$ cat src/design/u8u16_pkg.sv
// Shared types, constants and the code point emitter of the UTF-8 to UTF-16 transcoder.
package u8u16_pkg;

  // output queue
  localparam int QDEPTH = 4;
  localparam int QPTR_W = $clog2(QDEPTH);
  localparam int CNT_W  = $clog2(QDEPTH + 1);

  localparam int POINT_W = 21;

  // surrogate tags in unit[15:10]
  localparam logic [5:0] SURR_HI_TAG = 6'b110110;
  localparam logic [5:0] SURR_LO_TAG = 6'b110111;

  localparam logic [15:0]        REPLACEMENT = 16'hFFFD;
  localparam logic [POINT_W-1:0] BMP_LIMIT   = 21'h00FFFF;
  localparam logic [POINT_W-1:0] MAX_POINT   = 21'h10FFFF;
  localparam logic [POINT_W-1:0] SUPP_BASE   = 21'h010000;

  typedef struct packed {
    logic [15:0] unit;
    logic        last;
  } unit_t;

  typedef struct packed {
    logic [1:0] n;
    unit_t      u0;
    unit_t      u1;
  } emit_t;

  // One unit up to 0xFFFF, a surrogate pair up to 0x10FFFF, else U+FFFD.
  function automatic emit_t emit_point(input logic [POINT_W-1:0] cp);
    emit_t                e;
    logic [POINT_W-1:0]   v;
    v = cp - SUPP_BASE;
    e = '0;
    if (cp <= BMP_LIMIT) begin
      e.n  = 2'd1;
      e.u0 = '{unit: cp[15:0], last: 1'b1};
    end else if (cp <= MAX_POINT) begin
      e.n  = 2'd2;
      e.u0 = '{unit: {SURR_HI_TAG, v[19:10]}, last: 1'b0};
      e.u1 = '{unit: {SURR_LO_TAG, v[9:0]}, last: 1'b1};
    end else begin
      e.n  = 2'd1;
      e.u0 = '{unit: REPLACEMENT, last: 1'b1};
    end
    return e;
  endfunction

endpackage

$ cat src/design/utf8_to_utf16_transcoder.sv
// UTF-8 to UTF-16 transcoder top level: byte register, decoder, output queue.
//
// Takes one UTF-8 byte per word on the in_ channel and delivers zero, one or
// two UTF-16 code units per byte on the out_ channel, out_last_of_run marking
// the final unit caused by a byte (low on the high surrogate of a pair). A
// byte is accepted every cycle in steady state: it is decoded against the
// pending code point while it sits in the input register, and its units land
// in a four-entry output queue, whose head is offered on out_ until taken.
// The decoder moves on only while the queue has room for a full surrogate
// pair; with out_ready held high that never stalls, since at most two units
// arrive per byte and one leaves per cycle.
// Stray continuation bytes and bytes 0xF8-0xFF are dropped silently, ASCII
// passes through without disturbing a pending sequence, a new lead restarts
// the sequence, and completed code points above 0x10FFFF come out as U+FFFD.
module utf8_to_utf16_transcoder (
  input  logic        clk,
  input  logic        rst_n,
  input  logic        in_valid,
  output logic        in_ready,
  input  logic [7:0]  in_byte,
  output logic        out_valid,
  input  logic        out_ready,
  output logic [15:0] out_unit,
  output logic        out_last_of_run
);

  localparam int QDEPTH  = u8u16_pkg::QDEPTH;
  localparam int QPTR_W  = u8u16_pkg::QPTR_W;
  localparam int CNT_W   = u8u16_pkg::CNT_W;
  localparam int POINT_W = u8u16_pkg::POINT_W;

  // input register
  logic       hold_vld_r;
  logic [7:0] hold_byte_r;

  // decoder state
  logic [POINT_W-1:0] pend_r, pend_nxt;
  logic [1:0]         left_r, left_nxt;

  // output queue
  u8u16_pkg::unit_t q_r [QDEPTH];
  logic [QPTR_W-1:0] wr_ptr_r, rd_ptr_r;
  logic [CNT_W-1:0]  cnt_r;

  logic                 adv;
  logic                 pop;
  u8u16_pkg::emit_t     em;
  logic [POINT_W-1:0]   cp;

  // decode step may run only with room for a pair
  assign adv      = hold_vld_r && (cnt_r <= CNT_W'(QDEPTH - 2));
  assign in_ready = !hold_vld_r || adv;

  assign out_valid       = (cnt_r != '0);
  assign out_unit        = q_r[rd_ptr_r].unit;
  assign out_last_of_run = q_r[rd_ptr_r].last;
  assign pop             = out_valid && out_ready;

  // decoder
  always_comb begin
    pend_nxt = pend_r;
    left_nxt = left_r;
    em       = '0;
    cp       = {pend_r[POINT_W-7:0], hold_byte_r[5:0]};
    if (hold_byte_r[7:6] == 2'b10) begin
      // continuation: dropped when nothing is pending
      if (left_r != 2'd0) begin
        left_nxt = left_r - 2'd1;
        if (left_r == 2'd1) begin
          em       = u8u16_pkg::emit_point(cp);
          pend_nxt = '0;
        end else begin
          pend_nxt = cp;
        end
      end
    end else if (!hold_byte_r[7]) begin
      // ASCII, pending sequence kept
      em.n  = 2'd1;
      em.u0 = '{unit: {8'h00, hold_byte_r}, last: 1'b1};
    end else if (hold_byte_r[7:5] == 3'b110) begin
      pend_nxt = {{(POINT_W-5){1'b0}}, hold_byte_r[4:0]};
      left_nxt = 2'd1;
    end else if (hold_byte_r[7:4] == 4'b1110) begin
      pend_nxt = {{(POINT_W-4){1'b0}}, hold_byte_r[3:0]};
      left_nxt = 2'd2;
    end else if (hold_byte_r[7:3] == 5'b11110) begin
      pend_nxt = {{(POINT_W-3){1'b0}}, hold_byte_r[2:0]};
      left_nxt = 2'd3;
    end
    // 0xF8-0xFF fall through: dropped
  end

  // control registers
  always_ff @(posedge clk) begin
    if (!rst_n) begin
      hold_vld_r <= 1'b0;
      pend_r     <= '0;
      left_r     <= '0;
      wr_ptr_r   <= '0;
      rd_ptr_r   <= '0;
      cnt_r      <= '0;
    end else begin
      if (in_valid && in_ready) begin
        hold_vld_r <= 1'b1;
      end else if (adv) begin
        hold_vld_r <= 1'b0;
      end
      if (adv) begin
        pend_r   <= pend_nxt;
        left_r   <= left_nxt;
        wr_ptr_r <= wr_ptr_r + QPTR_W'(em.n);
      end
      if (pop) begin
        rd_ptr_r <= rd_ptr_r + QPTR_W'(1);
      end
      cnt_r <= cnt_r + (adv ? CNT_W'(em.n) : CNT_W'(0)) - CNT_W'(pop);
    end
  end

  // payload registers
  always_ff @(posedge clk) begin
    if (in_valid && in_ready) begin
      hold_byte_r <= in_byte;
    end
    if (adv && (em.n != 2'd0)) begin
      q_r[wr_ptr_r] <= em.u0;
    end
    if (adv && (em.n == 2'd2)) begin
      q_r[wr_ptr_r + QPTR_W'(1)] <= em.u1;
    end
  end

endmodule

$ cat config.mk
export PLATFORM = sky130hd
export DESIGN_NAME = utf8_to_utf16_transcoder
export DESIGN_NICKNAME = d
export VERILOG_FILES = /design/src/design/u8u16_pkg.sv /design/src/design/utf8_to_utf16_transcoder.sv
export SDC_FILE = /design/constraint.sdc
export NUM_CORES = 1
export LEC_CHECK = 0
export ABC_AREA = 1
export BUFFER_PORTS_ARGS = -buffer_cell sky130_fd_sc_hd__buf_2
export CORE_MARGIN = 3
export CORE_UTILIZATION = 55
export DETAILED_ROUTE_END_ITERATION = 16
export PLACE_DENSITY = 0.78
export SETUP_SLACK_MARGIN = 0.2
export SYNTH_ARGS = -nofsm -noshare
export SYNTH_HDL_FRONTEND = slang
export SYNTH_SLANG_ARGS = --single-unit
$ cat constraint.sdc
create_clock -name clk -period 2.5 [get_ports clk]
set_input_delay 0.125 -clock clk [delete_from_list [all_inputs] [get_ports clk]]
set_output_delay 0.125 -clock clk [all_outputs]
set_load 0.02 [all_outputs]
# ---- Yosys cells after proc, flatten, opt, wreduce, memory -nomap -nowiden
# Memory sizes are Yosys's and may differ from the RTL's. A register that Yosys moved wholly into a read port is not among the register bits.
# Cells that the tools add are included.
dict set report word_totals {
  register_bits 33
  latchBits 0
  ramBits 68
  mem_bits_ro 0
  in_bits 12
  output_inout_bits 19
  word_cells 70
  mem_count 1
}
dict set report classes {
  n_addsub 7
  mul 0
  n_div 0
  order_cmp 3
  n_eq_ne 7
  shift 0
  n_mux 31
  n_bitwise 0
  n_reduce_logical 14
}
# memory words word_bits rd rd_clocked_by_memory_dff wr line_no
set mem_list {}
lappend mem_list {q_r 4 17 1 1 2 utf8_to_utf16_transcoder.sv:41} ;# u8u16_pkg::unit_t q_r [QDEPTH];
# cell n
set ops {}
lappend ops {{$mux W15} 7}
lappend ops {{$mux W36} 2}
lappend ops {{$mux W19} 3}
lappend ops {{$mux W17} 3}
lappend ops {{$le A21 B16 Y1 const B} 1}
lappend ops {{$le A21 B21 Y1 const B} 1}
lappend ops {{$sub A20 B17 Y20 const B} 1}
lappend ops {{$mux W18} 1}
lappend ops {{$mux W2} 9}
lappend ops {{$reduce_bool A2 Y1} 4}
lappend ops {{$mux W1} 6}
lappend ops {{$eq A5 B5 Y1 const B} 1}
lappend ops {{$logic_and A1 B1 Y1} 5}
lappend ops {{$add A2 B1 Y2 const B} 2}
lappend ops {{$eq A2 B2 Y1 const B} 2}
lappend ops {{$eq A4 B4 Y1 const B} 1}
lappend ops {{$reduce_and A4 Y1} 1}
lappend ops {{$reduce_bool A4 Y1} 1}
lappend ops {{$add A3 B2 Y3} 1}
lappend ops {{$eq A3 B3 Y1 const B} 1}
lappend ops {{$le A3 B2 Y1 const B} 1}
lappend ops {{$reduce_bool A3 Y1} 1}
lappend ops {{$sub A3 B1 Y3} 1}
lappend ops {{$add A2 B2 Y2} 1}
lappend ops {{other kinds (5)} 5}

# ---- Longest topological paths before layout
# Gate-level depths: netlist of run 1.
dict set report logic_depth {
  ltp_word 10
  ltp_mapped 22
  depth_no_buf 21
}

# ---- Worst setup path after synthesis of run 1
# No wires, ideal clock.
dict set report synth_path {
  path_type {flip-flop to flip-flop}
  startpoint {reg hold_byte_r[5]}
  endpoint {reg cnt_r[2]}
  setup_ps 120
  arrival_time_ps 2691
  required_time_ps 2380
  setup_slack_ps -311
  stages_incl_launch_ff 21
  path_buffers 0
  synth_period_minus_slack_ps 2811
  cell_sequence {edfxtp_1 nand2_1 nor2_1 nand3_1 nor2_1 nand2_1 nand2_4 inv_4 nand2_4 inv_1 nor2_1 nor2_1 inv_1 nand2_1 ha_1 inv_1 ha_1 fa_1 xor2_1 o21ai_0 a21oi_1}
}
dict set report synth_via {
  elab_chain_len 9
  elab_cells_between_ends 10
  cone_classes {2 x add/sub; 2 x order compare; 6 x mux}
}
# item line_no
set synth_lines {}
lappend synth_lines {{start, declared} utf8_to_utf16_transcoder.sv:34} ;# logic [7:0] hold_byte_r;
lappend synth_lines {{start signal, assigned} utf8_to_utf16_transcoder.sv:123} ;# hold_byte_r <= in_byte;
lappend synth_lines {{$le A21 B21 Y1} u8u16_pkg.sv:40} ;# end else if (cp <= MAX_POINT) begin
lappend synth_lines {{$mux W19} u8u16_pkg.sv:40}
lappend synth_lines {{$mux W19 (*)} u8u16_pkg.sv:37} ;# if (cp <= BMP_LIMIT) begin
lappend synth_lines {{$mux W36 (*)} utf8_to_utf16_transcoder.sv:69} ;# if (left_r == 2'd1) begin
lappend synth_lines {{$mux W36 (*)} utf8_to_utf16_transcoder.sv:67} ;# if (left_r != 2'd0) begin
lappend synth_lines {{$mux W19 (*)} utf8_to_utf16_transcoder.sv:65} ;# if (hold_byte_r[7:6] == 2'b10) begin
lappend synth_lines {{$mux W2 (*)} utf8_to_utf16_transcoder.sv:116} ;# cnt_r <= cnt_r + (adv ? CNT_W'(em.n) : CNT_W'(0)) - CNT_W'(pop);
lappend synth_lines {{$add A3 B2 Y3 (*)} utf8_to_utf16_transcoder.sv:116}
lappend synth_lines {{$sub A3 B1 Y3 (*)} utf8_to_utf16_transcoder.sv:116}
lappend synth_lines {{end signal, assigned} utf8_to_utf16_transcoder.sv:116}
lappend synth_lines {{end, declared} utf8_to_utf16_transcoder.sv:43} ;# logic [CNT_W-1:0] cnt_r;
# Mark *: on every way between the ends. The rest lies on a longest branch, timed or not.
# A chain may end at the register's enable or synchronous reset.

# ---- Worst setup path in the final report of run 1
dict set report layout_path {
  startpoint {reg hold_byte_r[4]}
  endpoint {reg cnt_r[2]}
}
# The elaborated chain is that of the path after synthesis.

==> Implementation_results.wiki, run 1 <==
{| class="wikitable"
! Metric !! Value
|-
| Status || finished, violations left
|-
| Violated checks || setup timing
|-
| Quantity of I/O buffers inserted on ports || 30
|-
| Period Utilization, post-route || 105.9%
|-
| Post-Synthesis Net Count || 619
|-
| Final hold violation count || 0
|-
| Gr ovfl total || 0
|-
| Count of synthesis-stage warnings from yosys || 0
|-
| Global-route wire length before repair || 21650 µm
|-
| Clock Latency Late Sink || 0.39 ns
|-
| Kind of critical path || reg2reg
|-
| Hpwl dp || 9514 µm
|-
| Worst EP arrival || 2.92 ns
|-
| RD Place Congestion || 1.035
|-
| Die Wd || 102.8 µm
|-
| Power spent charging and discharging nets || 1.553 mW
|-
| Setup repair after global routing missed its margin || yes
|-
| ANT nets after route || 0
|-
| Count of max-cap constraint violations || 0
|-
| Fraction of power spent switching nets || 34.06%
|-
| DR iter-0 viols || 462
|-
| Final Core Density || 71.44%
|-
| Overall power of the completed layout || 4.560 mW
|-
| Area growth from synthesis to final layout || 23.75%
|-
| Clock tree from TritonCTS || built
|-
| Worst clock skew || 0.02044 ns
|-
| Combined global-route utilization of all metal layers || 27.08%
|-
| Starting utilization of the core area || about 58%
|-
| Post-layout nets || slightly above 700
|-
| Cell breakdown of the critical path || nand2_2 > nor2_4 > nand3_2 > nor2_2 > nand2_1 > nand2_4 > inv_6 > nand2_8 > inv_6 > nor2_4 > nor2_4 > inv_2 > nand2_2 > ha_4 > inv_2 > ha_4 > fa_2 > xor2_2 > o21ai_1 > a21oi_1
|-
| Area share of the largest cell type after synthesis || about two fifths
|-
| Netlist Area Pre-Place || 5157 µm²
|-
| Number of diodes added for antenna fixing || 0
|-
| Clock network fraction of total power || 25.8%
|-
| Sequential power share || 44.3%
|-
| Count of unresolved DRC violations after routing || 0
|-
| TritonCTS Buffers || 9
|-
| Number of buffers on the longest clock path || 2
|-
| CP most frequent cell || nor2_4
|-
| Number of distinct library cells after synthesis || 32
|-
| Antenna violations before repair || 0
|-
| Minimum clock period || 2.648 ns
|-
| Row Count || 34
|-
| Area of the core || 8934 µm²
|-
| Ranking of synthesized cells by area || edfxtp_1 (42%), dfxtp_1 (12%), o21ai_0 (7.6%)
|-
| Per-instance average area after synthesis || approximately 8.6 µm²
|-
| Total power divided by cell area || 714.5 nW/µm²
|-
| Clock-pin slew on the worst setup and hold paths || 0.09 ns
|-
| Register bit total from synthesis || 103
|-
| Critical-path maximum fanout || 2
|-
| Ratio of routed vias to standard cells || 5.842
|-
| Kind of path behind the tightest hold check || in2reg
|-
| Normalized max-slew margin || 50.45%
|-
| Root Buffer || clkbuf_8
|-
| Leakage || approximately 2.4 nW
|-
| Largest delay share family, worst path || simple AND/OR/NAND/NOR gates
|-
| Design internal power || 3.007 mW
|-
| Sink count of the clock tree || 103
|-
| Final wirelength || 14250 µm
|-
| Vertical die dimension || 102.8 µm
|-
| Fin worst setup slack || -0.1480 ns
|-
| Maximum number of pins on one net before global-route repair || 35
|-
| Actual slew at the worst max-slew pin || between 0.7 and 0.8 ns
|-
| Worst vdd ir || 0.4040 mV
|-
| Vias after detailed routing || 4726
|-
| Startpoint class of the critical path || flop
|-
| Maximum clock frequency || 377.6 MHz
|-
| Critical Path RT || 2.77 ns
|-
| Number of global-route vias before repair || about 4600
|-
| Yosys top cell by area || edfxtp_1
|-
| CTS H-Tree Depth || 3
|-
| Number of buffer and inverter stages on the critical path || 4
|-
| Die area || between 10000 and 15000 µm²
|-
| Final number of max-transition violations || 0
|-
| Combinational cell fraction of total power || 29.9%
|-
| Slowest library cell on the worst path || edfxtp_1
|-
| Slowest stage delay, CP || 0.40 ns
|-
| Count of boundary I/O pins || 31
|-
| Fraction of layout instances using a drive strength above 1 || 22.82%
|-
| Number of standard cells after synthesis || 598
|-
| Average wire length per cell after detail routing || 17.62 µm
|-
| Pre-antenna DRT Iters || 8
|-
| Portion of the post-synthesis area used by sequential elements || 53.95%
|-
| Nature of the critical path endpoint || flop
|-
| Total of endpoints with negative setup slack in the final report || 2
|}
-- power by group through the flow --
stage | registers (mW) | clock network (mW) | logic (mW)
6_report | 2.02 | 1.18 | 1.36
3_5_place_dp | 2.05 | 0 | 1.23
3_3_place_gp | 2.04 | 0 | 1.19
5_1_grt | 2.04 | 1.26 | 1.50
4_1_cts | 2.02 | 1.18 | 1.31
2_1_floorplan | 2.02 | 0 | 0.836
-- final cells by class --
cell class                      count  area [µm²]
Clock buffer                       10       127.6
Clock inverter                      6       92.59
Fill cell                         640        2551
Inverter                           60       235.2
Multi-Input combinational cell    411        2127
Sequential cell                   103        2784
Tap cell                          108       135.1
Timing Repair Buffer              111       880.8
-- cell usage in the layout (no fill, tap or decap), drive strengths merged, types with 17 or more instances in the layout --
cell    netlist  routed
o22ai        23      23
nand3        17      17
a21oi        40      40
dfxtp        31      31
edfxtp       72      72
nor2         96      96
nand2       104     104
o21ai       104     104
inv          59      61
buf           7     100
-- cells by family after synthesis --
family	after synthesis	share of synthesized area [%]
buffers and inverters	84	6.744
AND/OR/NAND/NOR	225	18.70
AO/OA/AOI/OAI	174	17.76
flip-flops	103	53.95
XOR/XNOR	3	0.5096
adder cells (fa/ha/maj)	9	2.329
-- synth_stat cells, drive strengths merged --
| master | instances |
|---|---|
| edfxtp | 72 |
| clkinv | 1 |
| fa | 1 |
| xor2 | 3 |
| nor3 | 3 |
| nor2 | 96 |
| a21oi | 40 |
| o22ai | 23 |
| a31oi | 1 |
| o21ai | 104 |
| nand3 | 17 |
| inv | 59 |
| nand2 | 104 |
| a211oi | 6 |
| dfxtp | 31 |
| ha | 8 |
| clkbuf | 17 |
| nand4 | 5 |
| buf | 7 |
-- worst reg2reg max path: cells and delay by family, from the launching register on --
kind | cells | cell delay (ns)
and+or+nand+nor | 10 | 0.86
adders and majority gates | 3 | 0.76
DFF | 1 | 0.40
buffers and inverters | 4 | 0.18
AOI/OAI and AO/OA | 2 | 0.18
xor gates and xnor gates | 1 | 0.16
-- through the flow --
stage	cell area, µm²	hold slack (ns)	worst slack [ns]	setup TNS [ns]	cells
after floorplan	5204	0.2239	-0.1336	-0.1765	598
after global placement	5857	0.3015	-0.06799	-0.06799	772
after detailed placement	5857	0.3031	-0.2065	-0.2819	772
after CTS	6237	0.02890	-0.1538	-0.1842	802
after global routing	6382	0.05417	-0.3081	-0.4541	809
final	6382	0.04733	-0.1480	-0.1724	809
-- metal layers --
metal,up-vias,routed length [µm],global-route usage [%]
li1,2235,-,-
met1,2166,5350,31.51
met2,268,7032,46.77
met3,57,1262,6.698
met4,0,607,13.15
met5,-,0,0
-- worst paths after layout --
check                           startpoint                  end  slack (ns)  cells past startpoint
setup / recovery  hold_byte_r[4]$_DFFE_PP_  cnt_r[2]$_SDFF_PN0_       -0.15                     20
hold / removal                       rst_n  cnt_r[0]$_SDFF_PN0_        0.05                      3
setup reg to reg  hold_byte_r[4]$_DFFE_PP_  cnt_r[2]$_SDFF_PN0_       -0.15                     20
hold reg to reg   rd_ptr_r[1]$_SDFFE_PN0P_                 flop        0.48                      2
-- flip-flops by register name, indices dropped and copies added (netlist names), named ones only --
name and cells:
rd_ptr_r 2, hold_byte_r 8, pend_r 15, hold_vld_r 1
q_r 68, cnt_r 3, left_r 2, wr_ptr_r 2
-- repair_timing --
item	in CTS	in global routing
pin swaps	5	0
setup buffers	5	5
hold endpoints to repair	9	0
setup endpoints to repair	30	113
hold buffers	9	0
gates resized for setup	6	23
cloned	0	2
Power figures use the tool's default switching activity.
==> run 2, diff against run 1 <==
--- a/config.mk
+++ b/config.mk
@@ -7,6 +7,7 @@
 export LEC_CHECK = 0
 export ABC_AREA = 1
 export BUFFER_PORTS_ARGS = -buffer_cell sky130_fd_sc_hd__buf_2
+export CAP_MARGIN = 20
 export CORE_MARGIN = 3
 export CORE_UTILIZATION = 55
 export DETAILED_ROUTE_END_ITERATION = 16
@@ -15,3 +16,4 @@
 export SYNTH_ARGS = -nofsm -noshare
 export SYNTH_HDL_FRONTEND = slang
 export SYNTH_SLANG_ARGS = --single-unit
+export TNS_END_PERCENT = 10
==> Implementation_results.wiki, run 2 (synthesized netlist as in run 1, its figures left out) <==
{| class="wikitable"
! Metric !! Value
|-
| Startpoint class of the critical path || flop
|-
| Number of buffers on the longest clock path || 2 (unchanged)
|-
| Minimum clock period || 2.659 ns (+0.01105 ns)
|-
| TritonCTS Buffers || 9 (unchanged)
|-
| Post-place instance area || 5877 µm² (+0.34%)
|-
| Slowest stage delay, CP || 0.40 ns (about the same)
|-
| Hpwl dp || 9785 µm (+2.8%)
|-
| Critical Path Sink || cnt_r[2]$_SDFF_PN0_
|-
| Clock-pin slew on the worst setup and hold paths || 0.10 ns (about the same)
|-
| Setup slack at placement || -0.1884 ns (+0.01805 ns)
|-
| Nature of the critical path endpoint || flop
|-
| Fin worst setup slack || -0.1590 ns (-0.01105 ns)
|-
| Combinational cell fraction of total power || 31.2% (+1.3 points)
|-
| Gr ovfl total || 0 (unchanged)
|-
| Combined global-route utilization of all metal layers || 27.16% (+0.077 points)
|-
| Total Neg Setup Slack || -0.2288 ns (-0.05634 ns)
|-
| Kind of path behind the tightest hold check || in2reg
|-
| Maximum clock frequency || 376.1 MHz (-0.42%)
|-
| CP most frequent cell || nor2_4
|-
| DR iter-0 viols || 551 (+19%)
|-
| Normalized max-slew margin || 51.36% (+0.92 points)
|-
| Clock Latency Late Sink || 0.37 ns (-0.02 ns)
|-
| R2r setup slk || -0.16 ns (about the same)
|-
| Die area || 10580 µm² (unchanged)
|-
| Period Utilization, post-route || 106.4% (+0.44 points)
|-
| Average wire length per cell after detail routing || 17.64 µm (+0.14%)
|-
| Antenna violations before repair || 0 (unchanged)
|-
| Post-layout nets || 719 (+0.28%)
|-
| Area growth from synthesis to final layout || 24.19%
|-
| Worst EP arrival || 2.92 ns (about the same)
|-
| Total power divided by cell area || 679.1 nW/µm² (-4.9%)
|-
| Final wirelength || 14310 µm (+0.39%)
|-
| Area of the core || 8934 µm² (unchanged)
|-
| Endpoint of the worst register-to-register path || cnt_r[2]$_SDFF_PN0_
|-
| Power spent charging and discharging nets || 1.560 mW (+0.42%)
|-
| Die Wd || 102.8 µm (unchanged)
|-
| Final hold violation count || 0 (unchanged)
|-
| Total of endpoints with negative setup slack in the final report || 2 (unchanged)
|-
| Number of global-route vias before repair || 4648 (+1.1%)
|-
| Clock tree from TritonCTS || built
|-
| Actual slew at the worst max-slew pin || 0.7269 ns (-0.01643 ns)
|-
| Vertical die dimension || 102.8 µm (unchanged)
|-
| Setup repair after global routing missed its margin || yes
|-
| Largest reg by FF count || q_r
|-
| Ratio of routed vias to standard cells || 5.893 (+0.87%)
|-
| Fraction of layout instances using a drive strength above 1 || 25.60% (+2.8 points)
|-
| Clock network fraction of total power || 22.8% (-3.0 points)
|-
| Count of unresolved DRC violations after routing || 0 (unchanged)
|-
| Depth of the worst register-to-register path || 20 (unchanged)
|-
| Starting utilization of the core area || 57.73% (unchanged)
|-
| CTS H-Tree Depth || 3 (unchanged)
|-
| Sink count of the clock tree || 103 (unchanged)
|-
| Filler instances || 662 (+3.4%)
|-
| Critical Path RT || 2.76 ns (about the same)
|-
| Finished Cell Area || 6405 µm² (+0.35%)
|-
| Quantity of I/O buffers inserted on ports || 30 (unchanged)
|-
| Largest delay share family, worst path || simple AND/OR/NAND/NOR gates
|-
| Count of boundary I/O pins || 31 (unchanged)
|-
| Pre-antenna DRT Iters || 6 (-2)
|-
| Root Buffer || clkbuf_8
|-
| Status || finished, violations left
|-
| ANT nets after route || 0 (unchanged)
|-
| Kind of critical path || reg2reg
|-
| Maximum number of pins on one net before global-route repair || 36 (+2.9%)
|-
| Global-route wire length before repair || 22000 µm (+1.6%)
|-
| Number of diodes added for antenna fixing || 0 (unchanged)
|-
| Fraction of power spent switching nets || 35.86% (+1.8 points)
|-
| Count of max-cap constraint violations || 0 (unchanged)
|-
| Final number of max-transition violations || 0 (unchanged)
|-
| Vias after detailed routing || 4779 (+1.1%)
|-
| Most frequent cells in the layout || nand2_1 (91), nor2_1 (79), o21ai_0 (73)
|-
| Row Count || 34 (unchanged)
|-
| Number of buffer and inverter stages on the critical path || 3 (-1)
|-
| Slowest library cell on the worst path || edfxtp_1
|-
| Critical-path maximum fanout || 2 (unchanged)
|-
| Startpoint of the most critical setup path || hold_byte_r[4]$_DFFE_PP_
|-
| Most common library cell in the layout ignoring fill and taps || nand2_1
|-
| Number of flip-flops in the largest register || 68 (unchanged)
|-
| Worst path depth || 20 (unchanged)
|-
| Design internal power || 2.790 mW (-7.2%)
|-
| Sequential power share || 46.0% (+1.7 points)
|-
| Overall power of the completed layout || 4.350 mW (-4.6%)
|-
| Worst R2R Start || hold_byte_r[4]$_DFFE_PP_
|-
| Regs by FF count || q_r x68, pend_r x15, hold_byte_r x8
|-
| Leakage || 2.381 nW (-0.80%)
|-
| Final Core Density || 71.69% (+0.25 points)
|-
| Violated checks || setup timing
|-
| Cell breakdown of the critical path || nand2_2 > nor2_4 > nand2_2 > nor2_4 > nand2_1 > nand2_1 > nand2_2 > nand2_8 > inv_6 > nor2_4 > nor2_4 > inv_2 > nand2_1 > ha_1 > inv_1 > ha_2 > fa_2 > xor2_2 > o21ai_1 > a21oi_1
|-
| Worst vdd ir || 0.3621 mV (-10%)
|-
| Worst clock skew || 0.01189 ns (-0.008556 ns)
|-
| RD Place Congestion || 0.9641 (-6.8%)
|}
[run 2: cell count changes in the layout (fill, tap and decap cells not counted), moves of 3 or more]
cell / delta
nand2_2: +5
dfxtp_1: -4
nor2_4: +4
nand2_1: -5
nor2_1: -3
dfxtp_2: +4
clkinvlp_4: +3
[run 2: layer usage]
metal  track usage (%)  vias up  share of wire [%]
li1                  -     2247                  -
met1             33.23     2240                 39
met2             47.82      239                 51
met3             5.007       53                7.8
met4             10.16        0                3.0
met5                 0        -                  0
[run 2: repair_timing]
item | in CTS | in global routing
hold buffers | 8 | 0
hold endpoints to repair | 8 | 0
setup buffers | 3 | 6
endpoints found under the setup margin | 72 | 103
pin swaps | 8 | 12
cloned | 0 | 2
gates resized for setup | 14 | 41
[run 2: how the worst min path moves through the flow]
stage / cells past startpoint / slack, ns / start / endpoint
final: 3 / 0.02 / in_valid / hold_vld_r$_SDFFE_PN0P_
after global routing: 3 / 0.03 / in_valid / hold_vld_r$_SDFFE_PN0P_
after CTS: 3 / 0.002 / in_valid / hold_vld_r$_SDFFE_PN0P_
after detailed placement: 1 / 0.30 / in_byte[0] / hold_byte_r[0]$_DFFE_PP_
after global placement: 1 / 0.30 / in_byte[0] / hold_byte_r[0]$_DFFE_PP_
after floorplan: 0 / 0.22 / in_byte[0] / hold_byte_r[0]$_DFFE_PP_
[run 2: power by group through the flow]
stage               Sequential (mW)  Combinational (mW)  Clock (mW)
floorplan                      2.02               0.831           0
global placement               2.02                1.22           0
detailed placement             2.03                1.26           0
CTS                            1.99                1.29       0.990
global route                   2.01                1.49        1.06
finish                         2.00                1.36       0.993
[run 2: final cells by class]
type	instances	area (µm²)	share of cell area [%]
clock buffer	10	127.6	1.993
tap	108	135.1	2.110
inverter	60	239.0	3.731
clock inverter	6	53.80	0.8400
multi-input combinational	411	2167	33.83
timing repair buffer	113	893.4	13.95
sequential	103	2789	43.54
[run 2: tightest hold or removal path: cells and delay by family]
family / cells / cell delay, ns
buf+inv: 2 / 0.16
compound gates: 1 / 0.06
[run 2: metrics by stage]
stage	instances	hold slack, ns
after floorplan	598	0.2239
after global routing	811	0.03192
after global placement	776	0.3018
after detailed placement	776	0.3031
after CTS	803	0.002407
final	811	0.02035
==> run 3, diff against run 2 <==
--- a/config.mk
+++ b/config.mk
@@ -11,7 +11,7 @@
 export CORE_MARGIN = 3
 export CORE_UTILIZATION = 55
 export DETAILED_ROUTE_END_ITERATION = 16
-export PLACE_DENSITY = 0.78
+export PLACE_DENSITY_LB_ADDON = 0.25
 export SETUP_SLACK_MARGIN = 0.2
 export SYNTH_ARGS = -nofsm -noshare
 export SYNTH_HDL_FRONTEND = slang
==> constraint.sdc (replaced) <==
create_clock -name clk -period 2.6 [get_ports clk]
set_input_delay 0.13 -clock clk [delete_from_list [all_inputs] [get_ports clk]]
set_output_delay 0.13 -clock clk [all_outputs]
set_load 0.02 [all_outputs]
==> Implementation_results.wiki, run 3 (synthesized netlist as in run 1, its figures left out) <==
{| class="wikitable"
! Metric !! Value
|-
| Antenna violations before repair || 0 (unchanged)
|-
| Die Wd || 102.8 µm (unchanged)
|-
| Starting utilization of the core area || 57.73% (unchanged)
|-
| Clock-pin slew on the worst setup and hold paths || 0.10 ns (about the same)
|-
| Number of buffers on the longest clock path || 2 (unchanged)
|-
| Final wirelength || 13350 µm (-6.7%)
|-
| Period Utilization, post-route || 101.8% (-4.5 points)
|-
| ANT nets after route || 0 (unchanged)
|-
| Number of global-route vias before repair || 4558 (-1.9%)
|-
| Maximum number of pins on one net before global-route repair || 36 (unchanged)
|-
| Root Buffer || clkbuf_8
|-
| TritonCTS Buffers || 9 (unchanged)
|-
| Post-layout nets || 706 (-1.8%)
|-
| Startpoint class of the critical path || flop
|-
| Area growth from synthesis to final layout || 19.58%
|-
| Setup slack at placement || -0.07043 ns (+0.1180 ns)
|-
| Fraction of layout instances using a drive strength above 1 || 21.16% (-4.4 points)
|-
| Critical Path RT || 2.86 ns (+0.10 ns)
|-
| Hpwl dp || 9527 µm (-2.6%)
|-
| Final number of max-transition violations || 0 (unchanged)
|-
| Clock network fraction of total power || 22.9% (about the same)
|-
| Fraction of power spent switching nets || 35.73% (-0.12 points)
|-
| Status || finished, violations left
|-
| Filler instances || 717 (+8.3%)
|-
| Combinational cell fraction of total power || 30.8% (-0.4 points)
|-
| Vertical die dimension || 102.8 µm (unchanged)
|-
| Gr ovfl total || 0 (unchanged)
|-
| Design internal power || 2.663 mW (-4.5%)
|-
| Regs by FF count || q_r x68, pend_r x15, hold_byte_r x8
|-
| Global-route wire length before repair || 21380 µm (-2.8%)
|-
| Depth of the worst register-to-register path || 20 (unchanged)
|-
| Kind of path behind the tightest hold check || in2reg
|-
| Nature of the critical path endpoint || flop
|-
| RD Place Congestion || 0.9682 (+0.43%)
|-
| Clock Latency Late Sink || 0.37 ns (about the same)
|-
| Worst EP arrival || 2.91 ns (about the same)
|-
| Combined global-route utilization of all metal layers || 26.44% (-0.72 points)
|-
| Worst Hold Depth || 3 (unchanged)
|-
| Final hold violation count || 0 (unchanged)
|-
| Worst Hold End || hold_vld_r$_SDFFE_PN0P_
|-
| Average wire length per cell after detail routing || 16.72 µm (-5.2%)
|-
| Worst R2R Start || pend_r[10]$_SDFFE_PN0P_
|-
| Critical-path maximum fanout || 4 (+2)
|-
| R2r setup slk || -0.05 ns (+0.11 ns)
|-
| DR iter-0 viols || 387 (-30%)
|-
| Sequential power share || 46.3% (+0.3 points)
|-
| Number of cells after detailed placement || 763 (-1.7%)
|-
| Count of unresolved DRC violations after routing || 0 (unchanged)
|-
| Worst clock skew || 0.01625 ns (+0.004362 ns)
|-
| Worst vdd ir || 0.4223 mV (+17%)
|-
| Fin worst setup slack || -0.04763 ns (+0.1114 ns)
|-
| Most frequent cells in the layout || nand2_1 (97), nor2_1 (81), o21ai_0 (75)
|-
| Pre-antenna DRT Iters || 6 (unchanged)
|-
| Minimum clock period || 2.648 ns (-0.01142 ns)
|-
| Launch instance of the worst min-delay path || in_valid
|-
| Violated checks || setup timing
|-
| Number of flip-flops in the largest register || 68 (unchanged)
|-
| Clock tree from TritonCTS || built
|-
| Number of diodes added for antenna fixing || 0 (unchanged)
|-
| Final Core Density || 69.03% (-2.7 points)
|-
| Leakage || 2.319 nW (-2.6%)
|-
| Total of endpoints with negative setup slack in the final report || 1 (-1)
|-
| Largest reg by FF count || q_r
|-
| Endpoint of the worst register-to-register path || cnt_r[2]$_SDFF_PN0_
|-
| Quantity of I/O buffers inserted on ports || 30 (unchanged)
|-
| Post-place instance area || 5767 µm² (-1.9%)
|-
| Actual slew at the worst max-slew pin || 0.7030 ns (-0.02382 ns)
|-
| CTS H-Tree Depth || 3 (unchanged)
|-
| Normalized max-slew margin || 52.96% (+1.6 points)
|-
| Maximum clock frequency || 377.7 MHz (+0.43%)
|-
| Kind of critical path || reg2reg
|-
| Setup repair after global routing missed its margin || yes
|-
| Die area || 10580 µm² (unchanged)
|-
| Area of the core || 8934 µm² (unchanged)
|-
| Total power divided by cell area || 671.9 nW/µm² (-1.1%)
|-
| Most common library cell in the layout ignoring fill and taps || nand2_1
|-
| Count of boundary I/O pins || 31 (unchanged)
|-
| Final instance count without filler cells || 798 (-1.6%)
|-
| Sink count of the clock tree || 103 (unchanged)
|-
| Finished Cell Area || 6167 µm² (-3.7%)
|-
| Power spent charging and discharging nets || 1.481 mW (-5.1%)
|-
| Row Count || 34 (unchanged)
|-
| Overall power of the completed layout || 4.144 mW (-4.7%)
|-
| Vias after detailed routing || 4658 (-2.5%)
|-
| Ratio of routed vias to standard cells || 5.837 (-0.94%)
|-
| Count of max-cap constraint violations || 0 (unchanged)
|}
==> run 3: power groups by stage <==
| stage | combinational [mW] | clock (mW) | sequential [mW] |
|---|---|---|---|
| 2_1_floorplan | 0.799 | 0 | 1.94 |
| 3_5_place_dp | 1.19 | 0 | 1.95 |
| 4_1_cts | 1.23 | 0.948 | 1.92 |
| 5_1_grt | 1.41 | 1.01 | 1.93 |
| 3_3_place_gp | 1.16 | 0 | 1.95 |
| 6_report | 1.27 | 0.949 | 1.92 |
==> run 3: cell type report <==
class | instances | area [µm²] | area share [%]
clock buffer | 9 | 123.9 | 2.009
clock inverter | 7 | 56.30 | 0.9130
tap | 108 | 135.1 | 2.191
sequential | 103 | 2784 | 45.14
multi-input combinational | 411 | 2092 | 33.92
timing repair buffer | 100 | 740.7 | 12.01
inverter | 60 | 235.2 | 3.814
==> run 3: metal layers <==
metal  up-vias  global-route usage, %  part of all wire (%)
met5         -                      0                     0
met4         0                  10.06                   2.5
li1       2215                      -                     -
met1      2167                  32.44                    39
met3        40                  4.736                   7.6
met2       236                  46.47                    51
==> run 3: worst max path at each step <==
stage | endpoint | from | slack [ns]
after global placement | cnt_r[2]$_SDFF_PN0_ | hold_byte_r[3]$_DFFE_PP_ | -0.008
after floorplan | cnt_r[2]$_SDFF_PN0_ | hold_byte_r[5]$_DFFE_PP_ | -0.07
final | cnt_r[2]$_SDFF_PN0_ | pend_r[10]$_SDFFE_PN0P_ | -0.05
after global routing | cnt_r[2]$_SDFF_PN0_ | hold_byte_r[5]$_DFFE_PP_ | -0.25
after detailed placement | cnt_r[2]$_SDFF_PN0_ | hold_byte_r[4]$_DFFE_PP_ | -0.07
after CTS | cnt_r[2]$_SDFF_PN0_ | hold_byte_r[0]$_DFFE_PP_ | -0.02
==> run 3: stage by stage <==
stage                     hold WS [ns]  setup TNS (ns)
after CTS                      0.01906        -0.02092
final                          0.02599        -0.04763
after floorplan                 0.2289        -0.06598
after global routing           0.04280         -0.3077
after detailed placement        0.3100        -0.07043
after global placement          0.3073       -0.008198
==> run 3: repair_timing <==
action,4_1_cts,5_1_grt
setup buffers,4,7
hold buffers,8,0
pin swaps,8,3
setup endpoints to repair,30,80
hold endpoints to repair,8,0
resized for setup,8,14
cloned,0,0
==> run 3: critical path, stage by stage, from the launching register on <==
cell and delay, ns:
dfxtp_1 0.32, inv_1 0.12, ha_1 0.18, nand2_1 0.05, nor2_1 0.09, nand2_1 0.09
nand2_4 0.10, inv_6 0.04, nand2_8 0.06, inv_6 0.03, nor2_4 0.11, nor2_2 0.05
inv_1 0.06, nand2_1 0.05, ha_1 0.27, inv_1 0.04, ha_2 0.16, fa_2 0.35
xor2_2 0.19, o21ai_1 0.12, a21oi_1 0.05
